--- src/hw/rtl/http_chunked_response_splitter_assert.svh ---
// Assertion macros used by the splitter core.
`ifndef HTTP_CHUNKED_RESPONSE_SPLITTER_ASSERT_SVH
`define HTTP_CHUNKED_RESPONSE_SPLITTER_ASSERT_SVH

// Same-cycle implication, disabled during reset
`define HCRS_ASSERT_IMPL(name, clk, rst, ante, cons, msg) \
   name: assert property (@(posedge clk) disable iff (rst) (ante) |-> (cons)) \
      else $error(msg);

// Next-cycle implication, disabled during reset
`define HCRS_ASSERT_NEXT(name, clk, rst, ante, cons, msg) \
   name: assert property (@(posedge clk) disable iff (rst) (ante) |=> (cons)) \
      else $error(msg);

`endif

--- src/hw/rtl/hcrs_pkg.sv ---
// Shared types, constants and lookup functions of the chunked response splitter.
package hcrs_pkg;

   localparam logic [7:0] CH_CR = 8'h0D;
   localparam logic [7:0] CH_LF = 8'h0A;

   // Length of the "Transfer-Encoding: chunked" header line
   localparam logic [4:0] TE_LEN = 5'd26;

   // Raw bytes that follow a chunk's data (the CR LF trailer)
   localparam int CHUNK_TRAILER_LEN = 2;

   // Output queue depth
   localparam int RSP_DEPTH = 4;

   typedef struct packed {
      logic [7:0] data;
      logic       byte_valid;
      logic       part;
      logic       last;
   } result_type;

   typedef struct packed {
      logic       ok;
      logic [3:0] value;
   } hex_type;

   // Character of the chunked header line at a given position
   function automatic logic [7:0] te_char(input logic [4:0] idx);
      logic [7:0] c;
      case (idx)
         5'd0:  c = "T";
         5'd1:  c = "r";
         5'd2:  c = "a";
         5'd3:  c = "n";
         5'd4:  c = "s";
         5'd5:  c = "f";
         5'd6:  c = "e";
         5'd7:  c = "r";
         5'd8:  c = "-";
         5'd9:  c = "E";
         5'd10: c = "n";
         5'd11: c = "c";
         5'd12: c = "o";
         5'd13: c = "d";
         5'd14: c = "i";
         5'd15: c = "n";
         5'd16: c = "g";
         5'd17: c = ":";
         5'd18: c = " ";
         5'd19: c = "c";
         5'd20: c = "h";
         5'd21: c = "u";
         5'd22: c = "n";
         5'd23: c = "k";
         5'd24: c = "e";
         5'd25: c = "d";
         default: c = 8'h00;
      endcase
      return c;
   endfunction

   // Decode one ASCII hex digit
   function automatic hex_type hex_decode(input logic [7:0] b);
      hex_type h;
      h.ok    = 1'b0;
      h.value = 4'd0;
      if (b >= "0" && b <= "9") begin
         h.ok    = 1'b1;
         h.value = 4'(b - "0");
      end else if (b >= "a" && b <= "f") begin
         h.ok    = 1'b1;
         h.value = 4'(b - "a" + 8'd10);
      end else if (b >= "A" && b <= "F") begin
         h.ok    = 1'b1;
         h.value = 4'(b - "A" + 8'd10);
      end
      return h;
   endfunction

endpackage

--- src/hw/rtl/hcrs_core.sv ---
// Input register, framing state and per-word decode of the chunked response splitter.
`include "http_chunked_response_splitter_assert.svh"

module hcrs_core #(
   parameter int SIZE_BITS = 24
) (
   input  logic                  clock,
   input  logic                  reset,
   input  logic                  in_valid,
   output logic                  in_ready,
   input  logic [7:0]            in_byte,
   input  logic                  in_last,
   input  logic                  space_ok,
   output logic [1:0]            push_cnt,
   output hcrs_pkg::result_type  push0,
   output hcrs_pkg::result_type  push1
);

   localparam logic [2:0] MODE_HDR   = 3'd0;
   localparam logic [2:0] MODE_PLAIN = 3'd1;
   localparam logic [2:0] MODE_SIZE  = 3'd2;
   localparam logic [2:0] MODE_DATA  = 3'd3;
   localparam logic [2:0] MODE_FINAL = 3'd4;

   // Input register
   logic       in_valid_ff, in_valid_in;
   logic [7:0] byte_ff;
   logic       last_ff;

   // Framing state
   logic [2:0]           mode_ff, mode_in;
   logic                 held_cr_ff, held_cr_in;
   logic                 line_nonempty_ff, line_nonempty_in;
   logic [4:0]           match_index_ff, match_index_in;
   logic                 match_failed_ff, match_failed_in;
   logic                 chunked_seen_ff, chunked_seen_in;
   logic [SIZE_BITS-1:0] size_accum_ff, size_accum_in;
   logic                 hex_done_ff, hex_done_in;
   logic                 size_line_cr_ff, size_line_cr_in;
   logic [SIZE_BITS:0]   pass_count_ff, pass_count_in;

   logic                 fire;
   logic [1:0]           n_res;
   hcrs_pkg::result_type res [2];

   assign fire     = in_valid_ff && space_ok;
   assign in_ready = !in_valid_ff || space_ok;

   // Hold the word until the decode stage takes it
   always_comb begin
      in_valid_in = in_valid_ff;
      if (in_ready) begin
         in_valid_in = in_valid;
      end
   end

   always_ff @(posedge clock) begin
      if (reset) begin
         in_valid_ff <= 1'b0;
      end else begin
         in_valid_ff <= in_valid_in;
      end
      if (in_ready && in_valid) begin
         byte_ff <= in_byte;
         last_ff <= in_last;
      end
   end

   // Decode one word: header folding, plain body, size lines, chunk data, end flush
   always_comb begin
      logic                   skip;
      logic                   do_fold;
      logic                   part;
      logic [SIZE_BITS+3:0]   ext;
      logic [SIZE_BITS:0]     pc;
      hcrs_pkg::hex_type      hx;

      mode_in          = mode_ff;
      held_cr_in       = held_cr_ff;
      line_nonempty_in = line_nonempty_ff;
      match_index_in   = match_index_ff;
      match_failed_in  = match_failed_ff;
      chunked_seen_in  = chunked_seen_ff;
      size_accum_in    = size_accum_ff;
      hex_done_in      = hex_done_ff;
      size_line_cr_in  = size_line_cr_ff;
      pass_count_in    = pass_count_ff;
      res[0]           = '0;
      res[1]           = '0;
      n_res            = 2'd0;
      skip             = 1'b0;
      do_fold          = 1'b0;
      part             = 1'b0;
      ext              = {size_accum_ff, 4'd0};
      pc               = pass_count_ff;
      hx               = hcrs_pkg::hex_decode(byte_ff);

      case (mode_ff)
         MODE_HDR: begin
            if (held_cr_ff) begin
               held_cr_in = 1'b0;
               if (byte_ff == hcrs_pkg::CH_LF) begin
                  // End of a header line
                  if (!match_failed_ff && match_index_ff == hcrs_pkg::TE_LEN) begin
                     chunked_seen_in = 1'b1;
                  end
                  line_nonempty_in = 1'b0;
                  match_index_in   = 5'd0;
                  match_failed_in  = 1'b0;
                  res[n_res[0]]    = '{hcrs_pkg::CH_LF, 1'b1, 1'b0, 1'b0};
                  n_res            = n_res + 2'd1;
                  if (!line_nonempty_ff) begin
                     mode_in         = chunked_seen_in ? MODE_SIZE : MODE_PLAIN;
                     size_accum_in   = '0;
                     hex_done_in     = 1'b0;
                     size_line_cr_in = 1'b0;
                  end
                  skip = 1'b1;
               end else begin
                  // Lone CR is an ordinary line character
                  line_nonempty_in = 1'b1;
                  if (!match_failed_in && match_index_in < hcrs_pkg::TE_LEN &&
                      hcrs_pkg::CH_CR == hcrs_pkg::te_char(match_index_in)) begin
                     match_index_in = match_index_in + 5'd1;
                  end else begin
                     match_failed_in = 1'b1;
                  end
                  res[n_res[0]] = '{hcrs_pkg::CH_CR, 1'b1, 1'b0, 1'b0};
                  n_res         = n_res + 2'd1;
               end
            end
            if (!skip) begin
               if (byte_ff == hcrs_pkg::CH_CR) begin
                  held_cr_in = 1'b1;
               end else begin
                  line_nonempty_in = 1'b1;
                  if (!match_failed_in && match_index_in < hcrs_pkg::TE_LEN &&
                      byte_ff == hcrs_pkg::te_char(match_index_in)) begin
                     match_index_in = match_index_in + 5'd1;
                  end else begin
                     match_failed_in = 1'b1;
                  end
                  res[n_res[0]] = '{byte_ff, 1'b1, 1'b0, 1'b0};
                  n_res         = n_res + 2'd1;
               end
            end
         end
         MODE_PLAIN: begin
            res[n_res[0]] = '{byte_ff, 1'b1, 1'b1, 1'b0};
            n_res         = n_res + 2'd1;
         end
         MODE_SIZE: begin
            if (size_line_cr_ff && byte_ff == hcrs_pkg::CH_LF) begin
               // Size line complete: start data or the final part
               size_accum_in   = '0;
               hex_done_in     = 1'b0;
               size_line_cr_in = 1'b0;
               if (size_accum_ff == '0) begin
                  mode_in = MODE_FINAL;
               end else begin
                  pass_count_in = {1'b0, size_accum_ff} +
                                  (SIZE_BITS+1)'(hcrs_pkg::CHUNK_TRAILER_LEN);
                  mode_in       = MODE_DATA;
               end
            end else if (byte_ff == hcrs_pkg::CH_CR) begin
               size_line_cr_in = 1'b1;
               hex_done_in     = 1'b1;
            end else begin
               size_line_cr_in = 1'b0;
               if (!hex_done_ff && hx.ok) begin
                  // Accumulate a hex digit, saturating
                  ext = {size_accum_ff, hx.value};
                  if (ext[SIZE_BITS+3:SIZE_BITS] != 4'd0) begin
                     size_accum_in = '1;
                  end else begin
                     size_accum_in = ext[SIZE_BITS-1:0];
                  end
               end else begin
                  hex_done_in = 1'b1;
               end
            end
         end
         MODE_DATA: begin
            do_fold = 1'b1;
            if (pc != '0) begin
               pc = pc - (SIZE_BITS+1)'(1);
            end
            pass_count_in = pc;
            if (pc == '0) begin
               mode_in         = MODE_SIZE;
               size_accum_in   = '0;
               hex_done_in     = 1'b0;
               size_line_cr_in = 1'b0;
            end
         end
         default: begin
            do_fold = 1'b1;
         end
      endcase

      // Fold CR LF to LF in chunk data and the final part
      if (do_fold) begin
         skip = 1'b0;
         if (held_cr_ff) begin
            held_cr_in = 1'b0;
            if (byte_ff == hcrs_pkg::CH_LF) begin
               res[n_res[0]] = '{hcrs_pkg::CH_LF, 1'b1, 1'b1, 1'b0};
               n_res         = n_res + 2'd1;
               skip          = 1'b1;
            end else begin
               res[n_res[0]] = '{hcrs_pkg::CH_CR, 1'b1, 1'b1, 1'b0};
               n_res         = n_res + 2'd1;
            end
         end
         if (!skip) begin
            if (byte_ff == hcrs_pkg::CH_CR) begin
               held_cr_in = 1'b1;
            end else begin
               res[n_res[0]] = '{byte_ff, 1'b1, 1'b1, 1'b0};
               n_res         = n_res + 2'd1;
            end
         end
      end

      // End of response: flush a held CR, mark the last result, reset state
      if (last_ff) begin
         part = (mode_in != MODE_HDR);
         if (held_cr_in) begin
            res[n_res[0]] = '{hcrs_pkg::CH_CR, 1'b1, part, 1'b0};
            n_res         = n_res + 2'd1;
         end
         if (n_res == 2'd0) begin
            res[0] = '{8'h00, 1'b0, part, 1'b0};
            n_res  = 2'd1;
         end
         res[n_res[1]].last = 1'b1;
         mode_in          = MODE_HDR;
         held_cr_in       = 1'b0;
         line_nonempty_in = 1'b0;
         match_index_in   = 5'd0;
         match_failed_in  = 1'b0;
         chunked_seen_in  = 1'b0;
         size_accum_in    = '0;
         hex_done_in      = 1'b0;
         size_line_cr_in  = 1'b0;
         pass_count_in    = '0;
      end
   end

   assign push_cnt = fire ? n_res : 2'd0;
   assign push0    = res[0];
   assign push1    = res[1];

   // Advance the framing state on each decoded word
   always_ff @(posedge clock) begin
      if (reset) begin
         mode_ff          <= MODE_HDR;
         held_cr_ff       <= 1'b0;
         line_nonempty_ff <= 1'b0;
         match_index_ff   <= 5'd0;
         match_failed_ff  <= 1'b0;
         chunked_seen_ff  <= 1'b0;
         size_accum_ff    <= '0;
         hex_done_ff      <= 1'b0;
         size_line_cr_ff  <= 1'b0;
         pass_count_ff    <= '0;
      end else if (fire) begin
         mode_ff          <= mode_in;
         held_cr_ff       <= held_cr_in;
         line_nonempty_ff <= line_nonempty_in;
         match_index_ff   <= match_index_in;
         match_failed_ff  <= match_failed_in;
         chunked_seen_ff  <= chunked_seen_in;
         size_accum_ff    <= size_accum_in;
         hex_done_ff      <= hex_done_in;
         size_line_cr_ff  <= size_line_cr_in;
         pass_count_ff    <= pass_count_in;
      end
   end

   `HCRS_ASSERT_NEXT(a_last_clears_state, clock, reset, fire && last_ff, mode_ff == MODE_HDR && !held_cr_ff && !chunked_seen_ff, "state not cleared after last word")
   `HCRS_ASSERT_IMPL(a_last_tagged, clock, reset, fire && last_ff, (push_cnt == 2'd1 && push0.last) || (push_cnt == 2'd2 && push1.last), "last word produced no tagged result")
   `HCRS_ASSERT_IMPL(a_data_count_live, clock, reset, mode_ff == MODE_DATA, pass_count_ff != '0, "chunk data mode with zero byte count")

endmodule

--- src/hw/rtl/hcrs_rsp_queue.sv ---
// Four-entry result queue that takes up to two results per cycle while it has room for two more.
module hcrs_rsp_queue (
   input  logic                  clock,
   input  logic                  reset,
   input  logic [1:0]            push_cnt,
   input  hcrs_pkg::result_type  push0,
   input  hcrs_pkg::result_type  push1,
   output logic                  space_ok,
   output logic                  out_valid,
   input  logic                  out_ready,
   output hcrs_pkg::result_type  out_res
);

   localparam int PTR_BITS = $clog2(hcrs_pkg::RSP_DEPTH);
   localparam int CNT_BITS = $clog2(hcrs_pkg::RSP_DEPTH + 1);

   hcrs_pkg::result_type mem_ff [hcrs_pkg::RSP_DEPTH];
   logic [PTR_BITS-1:0]  rd_ptr_ff, rd_ptr_in;
   logic [PTR_BITS-1:0]  wr_ptr_ff, wr_ptr_in;
   logic [CNT_BITS-1:0]  count_ff, count_in;
   logic [CNT_BITS-1:0]  level;
   logic                 pop;

   assign out_valid = (count_ff != '0);
   assign out_res   = mem_ff[rd_ptr_ff];
   assign pop       = out_valid && out_ready;

   // Room for two more results once this cycle's pop leaves
   assign level    = count_ff - CNT_BITS'(pop);
   assign space_ok = (level <= CNT_BITS'(hcrs_pkg::RSP_DEPTH - 2));

   // Advance pointers and occupancy
   always_comb begin
      rd_ptr_in = rd_ptr_ff + PTR_BITS'(pop);
      wr_ptr_in = wr_ptr_ff + PTR_BITS'(push_cnt);
      count_in  = level + CNT_BITS'(push_cnt);
   end

   always_ff @(posedge clock) begin
      if (reset) begin
         rd_ptr_ff <= '0;
         wr_ptr_ff <= '0;
         count_ff  <= '0;
      end else begin
         rd_ptr_ff <= rd_ptr_in;
         wr_ptr_ff <= wr_ptr_in;
         count_ff  <= count_in;
      end
   end

   // Write one or two entries
   always_ff @(posedge clock) begin
      if (push_cnt != 2'd0) begin
         mem_ff[wr_ptr_ff] <= push0;
      end
      if (push_cnt == 2'd2) begin
         mem_ff[wr_ptr_ff + PTR_BITS'(1)] <= push1;
      end
   end

endmodule

--- src/hw/rtl/http_chunked_response_splitter.sv ---
// Top level of the HTTP chunked response splitter.
// Takes one response byte per word on req_ and returns it tagged as header
// or body on rsp_, with CR LF folded to LF (a non-chunked body passes
// unchanged), chunk size lines removed and a final held CR flushed; each
// response ends with one rsp_tlast result (an empty marker with tuser
// byte_valid low if no byte is left). The block takes one word per clock
// while the result queue has room for two more results; a word that yields
// two results (a CR not followed by LF, or a CR flushed at the end) fills
// two places in the four-entry result queue, which the single output port
// drains. The input register holds each word while it is decoded, and its
// results then enter the queue and show on rsp_.
module http_chunked_response_splitter #(
   parameter int SIZE_BITS = 24
) (
   input  logic       clock,
   input  logic       reset,
   input  logic       req_tvalid,
   output logic       req_tready,
   input  logic [7:0] req_tdata,   // [7:0] in_byte
   input  logic       req_tlast,
   output logic       rsp_tvalid,
   input  logic       rsp_tready,
   output logic [7:0] rsp_tdata,   // [7:0] out_byte
   output logic [1:0] rsp_tuser,   // [0] byte_valid, [1] out_part
   output logic       rsp_tlast
);

   logic                 space_ok;
   logic [1:0]           push_cnt;
   hcrs_pkg::result_type push0;
   hcrs_pkg::result_type push1;
   hcrs_pkg::result_type out_res;

   // Decode stage
   hcrs_core #(
      .SIZE_BITS (SIZE_BITS)
   ) u_core (
      .clock    (clock),
      .reset    (reset),
      .in_valid (req_tvalid),
      .in_ready (req_tready),
      .in_byte  (req_tdata),
      .in_last  (req_tlast),
      .space_ok (space_ok),
      .push_cnt (push_cnt),
      .push0    (push0),
      .push1    (push1)
   );

   // Result queue
   hcrs_rsp_queue u_rsp_queue (
      .clock     (clock),
      .reset     (reset),
      .push_cnt  (push_cnt),
      .push0     (push0),
      .push1     (push1),
      .space_ok  (space_ok),
      .out_valid (rsp_tvalid),
      .out_ready (rsp_tready),
      .out_res   (out_res)
   );

   assign rsp_tdata = out_res.data;
   assign rsp_tuser = {out_res.part, out_res.byte_valid};
   assign rsp_tlast = out_res.last;

endmodule
--- config.mk ---
export PLATFORM = sky130hd
export DESIGN_NAME = http_chunked_response_splitter
export DESIGN_NICKNAME = d
export VERILOG_FILES = /design/src/hw/rtl/hcrs_pkg.sv /design/src/hw/rtl/hcrs_core.sv /design/src/hw/rtl/hcrs_rsp_queue.sv /design/src/hw/rtl/http_chunked_response_splitter.sv
export VERILOG_INCLUDE_DIRS = /design/src /design/src/hw/rtl
export SDC_FILE = /design/constraint.sdc
export NUM_CORES = 1
export LEC_CHECK = 0
export BUFFER_PORTS_ARGS = -buffer_cell sky130_fd_sc_hd__buf_2
export CORE_MARGIN = 2
export CORE_UTILIZATION = 45
export DETAILED_ROUTE_END_ITERATION = 8
export HOLD_SLACK_MARGIN = 0.06
export SLEW_MARGIN = 10
export SYNTH_ARGS = -nofsm -noshare
export SYNTH_HDL_FRONTEND = slang
export SYNTH_HIERARCHICAL = 1
export SYNTH_SLANG_ARGS = --single-unit
--- constraint.sdc ---
create_clock -name clock -period 8.2 [get_ports clock]
set_input_delay 0.82 -clock clock [delete_from_list [all_inputs] [get_ports clock]]
set_output_delay 0.82 -clock clock [all_outputs]
set_load 0.02 [all_outputs]
Word-level counts from Yosys, hierarchy flattened
Memory sizes are Yosys's and may differ from the RTL's. A register that Yosys moved wholly into a read port is not among the register bits.
Cells that the tools add are included.
{"block": "word_totals", "register_bits": 80, "mem_bits_rw": 44, "romBits": 448, "in_bits": 13, "out_inout_bits": 13, "wordCells": 274, "mem_count": 3}
{"block": "classes", "add_sub_neg": 18, "magnitude_cmp": 19, "eq_ne": 18, "mux": 145, "bitwise_logic": 11, "reduce_logical": 44}
{"memory": "(name not given)", "words": 32, "word_bits": 7, "read_ports": 1, "rd_ports_with_merged_regs": 1, "wr": 0, "line_no": "hcrs_pkg.sv:31", "text": "case (idx)"}
{"memory": "(name not given)", "words": 32, "word_bits": 7, "read_ports": 1, "rd_ports_with_merged_regs": 0, "wr": 0, "line_no": "hcrs_pkg.sv:31"}
{"memory": "u_rsp_queue.mem_ff", "words": 4, "word_bits": 11, "read_ports": 1, "rd_ports_with_merged_regs": 1, "wr": 2, "line_no": "hcrs_rsp_queue.sv:17", "text": "hcrs_pkg::result_type mem_ff [hcrs_pkg::RSP_DEPTH];"}
{"op": "$mux W22", "n": 11}
{"op": "$mux W24", "n": 9}
{"op": "$mux W25", "n": 5}
{"op": "$mux W11", "n": 9}
{"op": "$bwmux W22", "n": 4}
{"op": "$pmux W24 S3", "n": 1}
{"op": "$mux W5", "n": 14}
{"op": "$demux W11 S1", "n": 5}
{"op": "$mux W1", "n": 51}
{"op": "$pmux W25 S2", "n": 1}
{"op": "$mux W8", "n": 6}
{"op": "$mux W2", "n": 16}
{"op": "$add A24 B2 Y25 const B", "n": 1}
{"op": "$logic_not A25 Y1", "n": 1}
{"op": "$reduce_bool A25 Y1", "n": 1}
{"op": "$sub A25 B1 Y25 const B", "n": 1}
{"op": "$logic_not A24 Y1", "n": 1}
{"op": "$pmux W11 S2", "n": 1}
{"op": "$mux W3", "n": 7}
{"op": "$logic_and A1 B1 Y1", "n": 18}
{"op": "$eq A8 B4 Y1 const B", "n": 2}
{"op": "$ge A8 B7 Y1 const B", "n": 2}
{"op": "$le A8 B7 Y1 const B", "n": 2}
{"op": "$and A14 B14 Y14", "n": 1}
{"op": "other kinds (48)", "n": 85}

Depth between registers and ports, before layout
Gate-level depths: netlist (run 1).
{"block": "logic_depth", "word_depth": 27, "ltp_mapped": 28, "mapped_depth_nobuf": 25}

Hierarchy
Netlist (run 1), hierarchy kept.
{"mod": "hcrs_core", "n_inst": 1, "cells_each": 871, "area_each_um2": 6486.2, "seq_area_each_um2": 1691.6}
{"mod": "hcrs_rsp_queue", "n_inst": 1, "cells_each": 152, "area_each_um2": 2643.8, "seq_area_each_um2": 1461.4}

Worst setup path after synthesis (run 1)
OpenSTA, ideal clock, no wires.
{"block": "synth_timing", "path_type": "reg-to-reg", "from": "register u_core.byte_ff[0]", "to": "register (tool-made name)", "setup_time_ps": 60, "arrival_time_ps": 5362, "required_ps": 8140, "path_slack_ps": 2779, "path_stages_with_launch": 26, "path_buffers": 2, "cell_sequence": "edfxtp_1 -> clkbuf_1 -> inv_1 -> ha_1 -> nor3b_1 -> and2_0 -> clkbuf_1 -> nor4_1 -> nor2_1 -> inv_2 -> ha_1 -> nor3b_1 -> a211oi_1 -> a31o_2 -> a221o_1 -> nor2_1 -> or4_1 -> nand4_1 -> a211oi_4 -> mux2i_1 -> a22oi_1 -> or2_2 -> ha_1 -> mux2_1 -> o21ai_1 -> a22o_1"}
{"item": "start: declaration", "line_no": "hcrs_core.sv:27", "text": "logic [7:0] byte_ff;"}
{"item": "start signal: assignment", "line_no": "hcrs_core.sv:64", "text": "byte_ff <= in_byte;"}

==> results of run 1 <==
[logic make-up after synthesis]
family / count (synthesis) / share of synthesized area
flops: 131 / 0.345
xor+xnor: 47 / 0.0466
compound gates: 256 / 0.189
simple gates: 393 / 0.226
buf+inv: 97 / 0.0462
mux: 68 / 0.104
fa+ha+maj: 31 / 0.0433
[per-layer routing]
layer  vias to the layer above  track usage
li1                       3793            -
met1                      3655        0.289
met2                       187        0.353
met3                        38       0.0331
met4                         0       0.0816
met5                         -            0
[flip-flops by register name, summed over array words and instances (netlist names), named ones only]
name                     flops
u_core/line_nonempty_ff      1
u_core/mode_ff               3
u_rsp_queue/mem_ff          44
u_core/match_index_ff        5
u_core/chunked_seen_ff       1
u_core/size_accum_ff        24
u_core/pass_count_ff        25
u_core/byte_ff               8
u_rsp_queue/wr_ptr_ff        2
u_core/last_ff               1
u_rsp_queue/count_ff         3
u_rsp_queue/rd_ptr_ff        2
u_core/hex_done_ff           1
u_core/size_line_cr_ff       1
u_core/in_valid_ff           1
u_core/match_failed_ff       1
u_core/held_cr_ff            1
[per-stage QoR]
stage / hold WS, ps / setup slack [ps] / instance area [um^2] / utilization
after floorplan: 450 / 2780 / 9130 / -
after global placement: 472 / 2040 / 9420 / 0.469
after detailed placement: 477 / 1970 / 9420 / 0.469
after CTS: 485 / 1920 / 10000 / 0.499
after global routing: 501 / 1430 / 10000 / 0.499
final: 482 / 1880 / 10000 / 0.499
[where the power goes]
| group | total (mW) | internal (mW) | switching [mW] |
|---|---|---|---|
| registers | 0.817 | 0.753 | 0.0640 |
| clock network | 0.776 | 0.469 | 0.307 |
| logic | 0.486 | 0.216 | 0.270 |
[Yosys cell counts (all sizes together), types with 18 or more instances]
cell type	n
nor2	112
nand2	99
dfxtp	78
a21oi	62
o21ai	58
edfxtp	53
mux2	46
inv	40
clkbuf	39
ha	30
nor3	25
xnor2	25
nand3	22
o211ai	21
xor2	21
a22oi	20
nor4	19
and2	18
nand4	18
[final cells by class]
type / instances / area (um^2) / area share
Clock buffer: 19 / 454 / 0.0453
Timing Repair Buffer: 35 / 200 / 0.0200
Sequential cell: 131 / 3150 / 0.314
Multi-Input combinational cell: 795 / 5570 / 0.555
Inverter: 42 / 166 / 0.0166
Clock inverter: 13 / 148 / 0.0147
Tap cell: 270 / 338 / 0.0337
[layout by cell type (no fill, tap or decap), types with 25 or more instances in the layout]
cell / instances
sky130_fd_sc_hd__dfxtp_1: 78
sky130_fd_sc_hd__edfxtp_1: 53
sky130_fd_sc_hd__xnor2_1: 25
sky130_fd_sc_hd__nand2_1: 94
sky130_fd_sc_hd__nor2_1: 110
sky130_fd_sc_hd__ha_1: 30
sky130_fd_sc_hd__o21ai_0: 49
sky130_fd_sc_hd__buf_2: 25
sky130_fd_sc_hd__inv_1: 38
sky130_fd_sc_hd__a21oi_1: 60
[worst register-to-register path, stage by stage, from the launching register on]
cell                       delay (ps)
sky130_fd_sc_hd__edfxtp_1         550
sky130_fd_sc_hd__inv_1            150
sky130_fd_sc_hd__ha_1             150
sky130_fd_sc_hd__nor3b_1          490
sky130_fd_sc_hd__and2_0           430
sky130_fd_sc_hd__nor4_1           130
sky130_fd_sc_hd__nor2_1           380
sky130_fd_sc_hd__inv_2            160
sky130_fd_sc_hd__ha_1             280
sky130_fd_sc_hd__nor3b_1          350
sky130_fd_sc_hd__a211oi_1         100
sky130_fd_sc_hd__a31o_2           220
sky130_fd_sc_hd__a221o_1          250
sky130_fd_sc_hd__nor2_1           130
sky130_fd_sc_hd__or4_1            120
sky130_fd_sc_hd__nand4_1          170
sky130_fd_sc_hd__a211oi_4         400
sky130_fd_sc_hd__mux2i_1          240
sky130_fd_sc_hd__a22oi_1          170
sky130_fd_sc_hd__or2_2            420
sky130_fd_sc_hd__ha_1             380
sky130_fd_sc_hd__mux2_1           320
sky130_fd_sc_hd__o21ai_1          120
sky130_fd_sc_hd__a22o_1           150
[worst max-delay path by stage]
stage,slack (ps),startpoint,to,cells after the start
6_report,1880,u_core/byte_ff[0]$_DFFE_PP_,flip-flop,23
5_1_grt,1430,u_core/byte_ff[0]$_DFFE_PP_,flip-flop,25
4_1_cts,1920,u_core/byte_ff[0]$_DFFE_PP_,flip-flop,23
3_5_place_dp,1970,u_core/byte_ff[0]$_DFFE_PP_,flip-flop,23
3_3_place_gp,2040,u_core/byte_ff[0]$_DFFE_PP_,flip-flop,23
2_1_floorplan,2780,u_core/byte_ff[0]$_DFFE_PP_,flip-flop,25
==> impl_summary.log, run 1 <==
INFO  metric outcome = finished clean
INFO  metric clk_latency = 420 ps
INFO  metric worst_path_required = 8560 ps
INFO  metric floorplan_core_area = 20100 um^2
INFO  metric slew_headroom = 0.273
INFO  metric grt_start_max_net_pins = 64
INFO  metric proportion_of_layout_cells_with_a_drive_suffix_above_1 = 0.137
INFO  metric pin_count = 26
INFO  metric ys.warnings.count = 6
INFO  metric met2RoutedLength = 11100 um
INFO  metric synth_enable_flop_cells = 53
INFO  metric syn_nets = 1067
INFO  metric n_antenna_cell = 0
INFO  metric crit_chain = inv_1, ha_1, nor3b_1, and2_0, nor4_1, nor2_1, inv_2, ha_1, nor3b_1, a211oi_1, a31o_2, a221o_1, nor2_1, or4_1, nand4_1, a211oi_4, mux2i_1, a22oi_1, or2_2, ha_1, mux2_1, o21ai_1, a22o_1
INFO  metric clk_pin_slew_worst_paths = 60 ps
INFO  metric nets = 1066
INFO  metric total_power = 2.08 mW
INFO  metric ant_nets = 0
INFO  metric wl_met1 = 10500 um
INFO  metric slew_violations = 0
INFO  metric clock_tree_from_tritoncts = done
INFO  metric rsz0062_at_grt = false
INFO  metric min_period = 6320 ps
INFO  metric synth.yosys.seq_area_share = 0.345
INFO  metric drt_iter0_markers = 543
INFO  metric grt_pass1_vias = 7108
INFO  metric die_area = 21400 um^2
INFO  metric rr_startpoint = u_core/byte_ff[0]$_DFFE_PP_
INFO  metric antenna_found_initial = 0
INFO  metric crit_family = simple AND/OR/NAND/NOR gates
INFO  metric worst_pin_slew = 1090 ps
INFO  metric die_height = 146 um
INFO  metric post-place-cells = 1273
INFO  metric post_cts_resized = 0
INFO  metric min_delay_path_depth = 2
INFO  metric setup_viol_count_final = 0
INFO  metric critical_path_arrival = 6680 ps
INFO  metric syn-cell-area = 9130 um^2
INFO  metric worstPathMaxFanout = 10
INFO  metric skew = 9.67 ps
INFO  metric cts_root_buf = sky130_fd_sc_hd__clkbuf_16
INFO  metric cts_max_level = 4
INFO  metric globalplace.congestion = 0.908
INFO  metric critical_path_buf_inv_count = 2
INFO  metric finalCritPeriodShare = 0.771
INFO  metric worstSetupPathType = flip-flop to flip-flop
INFO  metric final-hold-violation-count = 0
INFO  metric postSynth.asyncResetShare = 0
INFO  metric worst_path_largest_cell_delay = 550 ps
INFO  metric postSynthRegisterBits = 131
INFO  metric routedWlPerCell = 17.7 um
INFO  metric syn_avg_cell_area = 8.92 um^2
INFO  metric flow.area_growth_from_synthesis = 9.81%
INFO  metric netlist_top_cells_area = sky130_fd_sc_hd__edfxtp_1 (17%), sky130_fd_sc_hd__dfxtp_1 (17%), sky130_fd_sc_hd__nor2_1 (4.6%), sky130_fd_sc_hd__ha_1 (4.1%), sky130_fd_sc_hd__nand2_1 (3.9%)
INFO  metric critPathCaptureType = flip-flop
INFO  metric dominantRegCellSynth = sky130_fd_sc_hd__dfxtp_1
INFO  metric worst_r2r_path_depth = 23
INFO  metric synth_top_cell_area_share = 0.174
INFO  metric global_route.overflow_total = 0
INFO  metric routed_wl = 23100 um
INFO  metric gr-usage-all-layers = 0.216
INFO  metric finalNonFillerCells = 1305
INFO  metric cts_inserted_buffers = 17
INFO  metric netlist_instances = 1023
INFO  metric top_metal_layer_carrying_routed_signals = met4
INFO  metric power_density = 207 nW/um^2
INFO  metric postCtsSetupRepairBufs = 0
INFO  metric holdCritStartpoint = u_core/pass_count_ff[23]$_SDFFE_PP0P_
INFO  metric die_width = 146 um
INFO  metric holdCritPathClass = flip-flop to flip-flop
INFO  metric clock_path_buffers = 2
INFO  metric place.port_buffers = 25
INFO  metric first_pass_grt_wire_length = 37600 um
INFO  metric place.detailed.hpwl = 16600 um
INFO  metric drt-pass1-iter-count = 5
INFO  metric synth_top_cell_by_area = sky130_fd_sc_hd__edfxtp_1
INFO  metric post_synthesis_cell_type_count = 96
INFO  metric dr_total_vias = 7673
INFO  metric static-leakage-power = 3.64 nW
INFO  metric holdPathEnd = u_core/pass_count_ff[23]$_SDFFE_PP0P_
INFO  metric met3WireLength = 953 um
INFO  metric vias_per_cell = 5.88
INFO  metric number_of_remaining_drc_errors = 0
INFO  metric critical_path.slowest_cell = sky130_fd_sc_hd__edfxtp_1
INFO  metric cpMostUsedCell = sky130_fd_sc_hd__ha_1
INFO  metric max-vdd-ir-drop = 146 uV
INFO  metric max_clock_freq = 158 MHz
INFO  metric fin_setup_tns = 0 ps
INFO  metric number_of_maximum_capacitance_constraint_violations = 0
INFO  metric reg2reg_slack = 1880 ps
INFO  metric cts_hold_repair.buffers = 0
INFO  metric start_util = 0.454
INFO  metric placementRows = 52
INFO  metric tritoncts_num_sinks = 131
INFO  metric nature_of_the_critical_path_startpoint = flip-flop
INFO  metric fillers = 1886
(Power assumes the default switching activity.)
==> inputs of run 2 (changes only) <==
- ABC_AREA: default -> 1
- clock period: 8.2 -> 6 ns (I/O delays scaled with it)
==> run 2 against run 1 <==
First-iteration DRC count grew 20%. Non-clock buffer count fell by 2. Design area increased by 4.4%. Wire length up 8.2%. Combinational power rose by 130%. Die area rose by 5.4%. Maximum frequency up 34%. Critical path depth down 2. Worst setup slack got worse by 600 ps. Clock skew rose by 5.9 ps. Total power rose by 57%. Sequential power increased by 36%.
==> impl_summary.log, run 2 <==
INFO  metric outcome = finished clean (unchanged)
INFO  metric post-route-worst-setup-slack = 1280 ps (was 1880 ps)
INFO  metric proportion_of_layout_cells_with_a_drive_suffix_above_1 = 0.113 (was 0.137)
INFO  metric skew = 15.5 ps (was 9.67 ps)
INFO  metric place.port_buffers = 25 (unchanged)
INFO  metric critPathCaptureType = flip-flop (unchanged)
INFO  metric number_of_remaining_drc_errors = 0 (unchanged)
INFO  metric netlist_instances = 1402 (was 1023)
INFO  metric finalCritPeriodShare = 0.787 (was 0.771)
INFO  metric drt_iter0_markers = 654 (was 543)
INFO  metric vias_per_cell = 5.28 (was 5.88)
INFO  metric grt_start_max_net_pins = 65 (was 64)
INFO  metric holdCritPathClass = primary input to flip-flop (was flip-flop to flip-flop)
INFO  metric holdCritStartpoint = req_tdata[7] (was u_core/pass_count_ff[23]$_SDFFE_PP0P_)
INFO  metric routedWlPerCell = 14.7 um (was 17.7 um)
INFO  metric cts_root_buf = sky130_fd_sc_hd__clkbuf_16 (unchanged)
INFO  metric placed_cell_areas = 9890 um^2 (was 9420 um^2)
INFO  metric ys.warnings.count = 6 (unchanged)
INFO  metric critical_path.slowest_cell = sky130_fd_sc_hd__edfxtp_1 (unchanged)
INFO  metric placementRows = 53 (was 52)
INFO  metric min_period = 4720 ps (was 6320 ps)
INFO  metric postSynthRegisterBits = 131 (unchanged)
INFO  metric start_util = 0.458 (was 0.454)
INFO  metric die_height = 150 um (was 146 um)
INFO  metric largestRegisters = u_rsp_queue/mem_ff (44), u_core/pass_count_ff (25), u_core/size_accum_ff (24) (unchanged)
INFO  metric gr-usage-all-layers = 0.224 (was 0.216)
INFO  metric max_clock_freq = 212 MHz (was 158 MHz)
INFO  metric syn-cell-area = 9640 um^2 (was 9130 um^2)
INFO  metric tritoncts_num_sinks = 131 (unchanged)
INFO  metric n_antenna_cell = 0 (unchanged)
INFO  metric worst_path_required = 6060 ps (was 8560 ps)
INFO  metric postSynth.asyncResetShare = 0 (unchanged)
INFO  metric clock_tree_from_tritoncts = done (unchanged)
INFO  metric finalNonFillerCells = 1696 (was 1305)
INFO  metric grt_pass1_vias = 7808 (was 7108)
INFO  metric antenna_found_initial = 0 (unchanged)
INFO  metric synth.yosys.seq_area_share = 0.327 (was 0.345)
INFO  metric clk_pin_slew_worst_paths = 60 ps (about the same)
INFO  metric worst_path_largest_cell_delay = 460 ps (was 550 ps)
INFO  metric reg2reg_slack = 1280 ps (was 1880 ps)
INFO  metric clock_path_buffers = 2 (unchanged)
INFO  metric globalplace.congestion = 0.925 (was 0.908)
INFO  metric fin_area = 10500 um^2 (was 10000 um^2)
INFO  metric post-place-cells = 1664 (was 1273)
INFO  metric regMostFlops = u_rsp_queue/mem_ff (unchanged)
INFO  metric cts_max_level = 4 (unchanged)
INFO  metric synth_top_cell_area_share = 0.165 (was 0.174)
INFO  metric floorplan_core_area = 21000 um^2 (was 20100 um^2)
INFO  metric cpMostUsedCell = sky130_fd_sc_hd__inv_1 (was sky130_fd_sc_hd__ha_1)
INFO  metric cts_hold_repair.buffers = 0 (unchanged)
INFO  metric global_route.overflow_total = 0 (unchanged)
INFO  metric post_synthesis_cell_type_count = 57 (was 96)
INFO  metric fin_setup_tns = 0 ps (unchanged)
INFO  metric layout.cells.most_common = sky130_fd_sc_hd__nand2_1 (was sky130_fd_sc_hd__nor2_1)
INFO  metric holdPathEnd = u_core/byte_ff[7]$_DFFE_PP_ (was u_core/pass_count_ff[23]$_SDFFE_PP0P_)
INFO  metric worst_pin_slew = 1060 ps (was 1090 ps)
INFO  metric rsz0062_at_grt = false (unchanged)
INFO  metric nature_of_the_critical_path_startpoint = flip-flop (unchanged)
INFO  metric routed_wl = 25000 um (was 23100 um)
INFO  metric slew_headroom = 0.291 (was 0.273)
INFO  metric pre_cts_ws = 1320 ps (was 1970 ps)
INFO  metric max-vdd-ir-drop = 252 uV (was 146 uV)
INFO  metric cts_inserted_buffers = 17 (unchanged)
INFO  metric synth_top_cell_by_area = sky130_fd_sc_hd__edfxtp_1 (unchanged)
INFO  metric syn_avg_cell_area = 6.87 um^2 (was 8.92 um^2)
INFO  metric rr_startpoint = u_core/byte_ff[1]$_DFFE_PP_ (was u_core/byte_ff[0]$_DFFE_PP_)
INFO  metric post_cts_resized = 0 (unchanged)
INFO  metric pin_count = 26 (unchanged)
INFO  metric die_area = 22600 um^2 (was 21400 um^2)
INFO  metric yosys.cell_count.top_type = sky130_fd_sc_hd__nand2_1 (was sky130_fd_sc_hd__nor2_1)
INFO  metric static-leakage-power = 4.77 nW (was 3.64 nW)
INFO  metric slew_violations = 0 (unchanged)
INFO  metric ys_top_cells_by_count = sky130_fd_sc_hd__nand2_1 (360), sky130_fd_sc_hd__inv_1 (173), sky130_fd_sc_hd__nor2_1 (146), sky130_fd_sc_hd__nand3_1 (82), sky130_fd_sc_hd__a21oi_1 (80) (was sky130_fd_sc_hd__nor2_1 (111), sky130_fd_sc_hd__nand2_1 (94), sky130_fd_sc_hd__dfxtp_1 (78), sky130_fd_sc_hd__a21oi_1 (60), sky130_fd_sc_hd__edfxtp_1 (53))
INFO  metric drt-pass1-iter-count = 5 (unchanged)
INFO  metric layout.cells.most_common_list = sky130_fd_sc_hd__nand2_1 (360), sky130_fd_sc_hd__inv_1 (173), sky130_fd_sc_hd__nor2_1 (146), sky130_fd_sc_hd__nand3_1 (82), sky130_fd_sc_hd__a21oi_1 (80) (was sky130_fd_sc_hd__nor2_1 (110), sky130_fd_sc_hd__nand2_1 (94), sky130_fd_sc_hd__dfxtp_1 (78), sky130_fd_sc_hd__a21oi_1 (60), sky130_fd_sc_hd__edfxtp_1 (53))
INFO  metric syn_nets = 1446 (was 1067)
INFO  metric dr_total_vias = 8953 (was 7673)
INFO  metric first_pass_grt_wire_length = 39900 um (was 37600 um)
INFO  metric power_density = 312 nW/um^2 (was 207 nW/um^2)
INFO  metric clk_latency = 430 ps (was 420 ps)
INFO  metric place.detailed.hpwl = 18500 um (was 16600 um)
INFO  metric min_delay_path_depth = 1 (was 2)
INFO  metric flow.area_growth_from_synthesis = 8.63% (was 9.81%)
INFO  metric worstSetupPathType = flip-flop to flip-flop (unchanged)
INFO  metric die_width = 150 um (was 146 um)
INFO  metric final-hold-violation-count = 0 (unchanged)
INFO  metric fillers = 2135 (was 1886)
INFO  metric critical_path_arrival = 4780 ps (was 6680 ps)
INFO  metric ant_nets = 0 (unchanged)
INFO  metric nets = 1452 (was 1066)
INFO  metric number_of_maximum_capacitance_constraint_violations = 0 (unchanged)
INFO  metric worstReg2RegEnd = u_rsp_queue/mem_ff[3][4]$_DFFE_PP_
INFO  metric worst_r2r_path_depth = 21 (was 23)
INFO  metric worstPathMaxFanout = 23 (was 10)
INFO  metric postCtsSetupRepairBufs = 0 (unchanged)
INFO  metric crit_chain = inv_1, ha_1, inv_1, nor3_2, ha_1, o21ai_0, nand2_1, inv_1, ha_1, inv_1, nand3_1, and3_1, inv_2, nand2_1, xor2_1, nor2_1, a221oi_1, buf_4, nor2_4, nand2_4, nand2_1 (was inv_1, ha_1, nor3b_1, and2_0, nor4_1, nor2_1, inv_2, ha_1, nor3b_1, a211oi_1, a31o_2, a221o_1, nor2_1, or4_1, nand4_1, a211oi_4, mux2i_1, a22oi_1, or2_2, ha_1, mux2_1, o21ai_1, a22o_1)
INFO  metric hold_slack = 357 ps (was 482 ps)
INFO  metric setup_viol_count_final = 0 (unchanged)
INFO  metric netlist_top_cells_area = sky130_fd_sc_hd__edfxtp_1 (17%), sky130_fd_sc_hd__dfxtp_1 (16%), sky130_fd_sc_hd__nand2_1 (14%), sky130_fd_sc_hd__inv_1 (6.7%), sky130_fd_sc_hd__nor2_1 (5.7%) (was sky130_fd_sc_hd__edfxtp_1 (17%), sky130_fd_sc_hd__dfxtp_1 (17%), sky130_fd_sc_hd__nor2_1 (4.6%), sky130_fd_sc_hd__ha_1 (4.1%), sky130_fd_sc_hd__nand2_1 (3.9%))
INFO  metric largest_reg_flops = 44 (unchanged)
INFO  metric dominantRegCellSynth = sky130_fd_sc_hd__dfxtp_1 (unchanged)
INFO  metric synth_enable_flop_cells = 53 (unchanged)
run 2: logic make-up after synthesis:
family	after synthesis	synth area share
AOI/OAI and AO/OA	256	0.156
xor gates and xnor gates	40	0.0363
adders and majority gates	31	0.0410
buffers and inverters	237	0.106
DFF	131	0.327
and+or+nand+nor	707	0.334
run 2: area by class of cell:
class	instances	area [um^2]	share of cell area
inverter	191	724	0.0692
multi-input combinational	1034	5480	0.523
clock inverter	13	151	0.0145
tap	275	344	0.0329
sequential	131	3150	0.301
clock buffer	19	433	0.0413
timing repair buffer	33	185	0.0177
run 2: how the worst max path moves through the flow:
stage / from / slack [ps] / cells after the start / end
2_1_floorplan: u_core/byte_ff[1]$_DFFE_PP_ / 1630 / 21 / u_rsp_queue/mem_ff[1][0]$_DFFE_PP_
3_3_place_gp: u_core/byte_ff[1]$_DFFE_PP_ / 1460 / 21 / u_rsp_queue/mem_ff[1][4]$_DFFE_PP_
3_5_place_dp: u_core/byte_ff[1]$_DFFE_PP_ / 1320 / 22 / u_rsp_queue/mem_ff[1][4]$_DFFE_PP_
4_1_cts: u_core/byte_ff[1]$_DFFE_PP_ / 1290 / 22 / u_rsp_queue/mem_ff[1][0]$_DFFE_PP_
5_1_grt: u_core/byte_ff[1]$_DFFE_PP_ / 920 / 22 / u_rsp_queue/mem_ff[1][0]$_DFFE_PP_
6_report: u_core/byte_ff[1]$_DFFE_PP_ / 1280 / 21 / u_rsp_queue/mem_ff[3][4]$_DFFE_PP_
run 2: where the power goes:
| part | switching (mW) | leakage [nW] | internal (mW) |
|---|---|---|---|
| clock | 0.420 | 0.276 | 0.618 |
| combinational | 0.749 | 3.38 | 0.361 |
| sequential | 0.0689 | 1.11 | 1.04 |
| total | 1.24 | 4.77 | 2.02 |
run 2: through the flow:
step,power (mW),util
2_1_floorplan,1.95,-
3_3_place_gp,2.23,0.470
3_5_place_dp,2.23,0.470
4_1_cts,3.28,0.498
5_1_grt,3.47,0.498
6_report,3.26,0.498
run 2: worst max-delay path: cells and delay by family (launching register included):
family                     cells  cell delay, ps
buffers and inverters          6             680
DFF                            1             460
adders and majority gates      3             740
xor gates and xnor gates       1             160
and+or+nand+nor                9            2090
AOI/OAI and AO/OA              2             240
run 2: routing by layer:
layer	part of all wire	track usage	up-vias
li1	-	-	4607
met3	0.052	0.0388	27
met2	0.44	0.342	230
met1	0.50	0.326	4089
met5	0	0	-
met4	0.015	0.0608	0
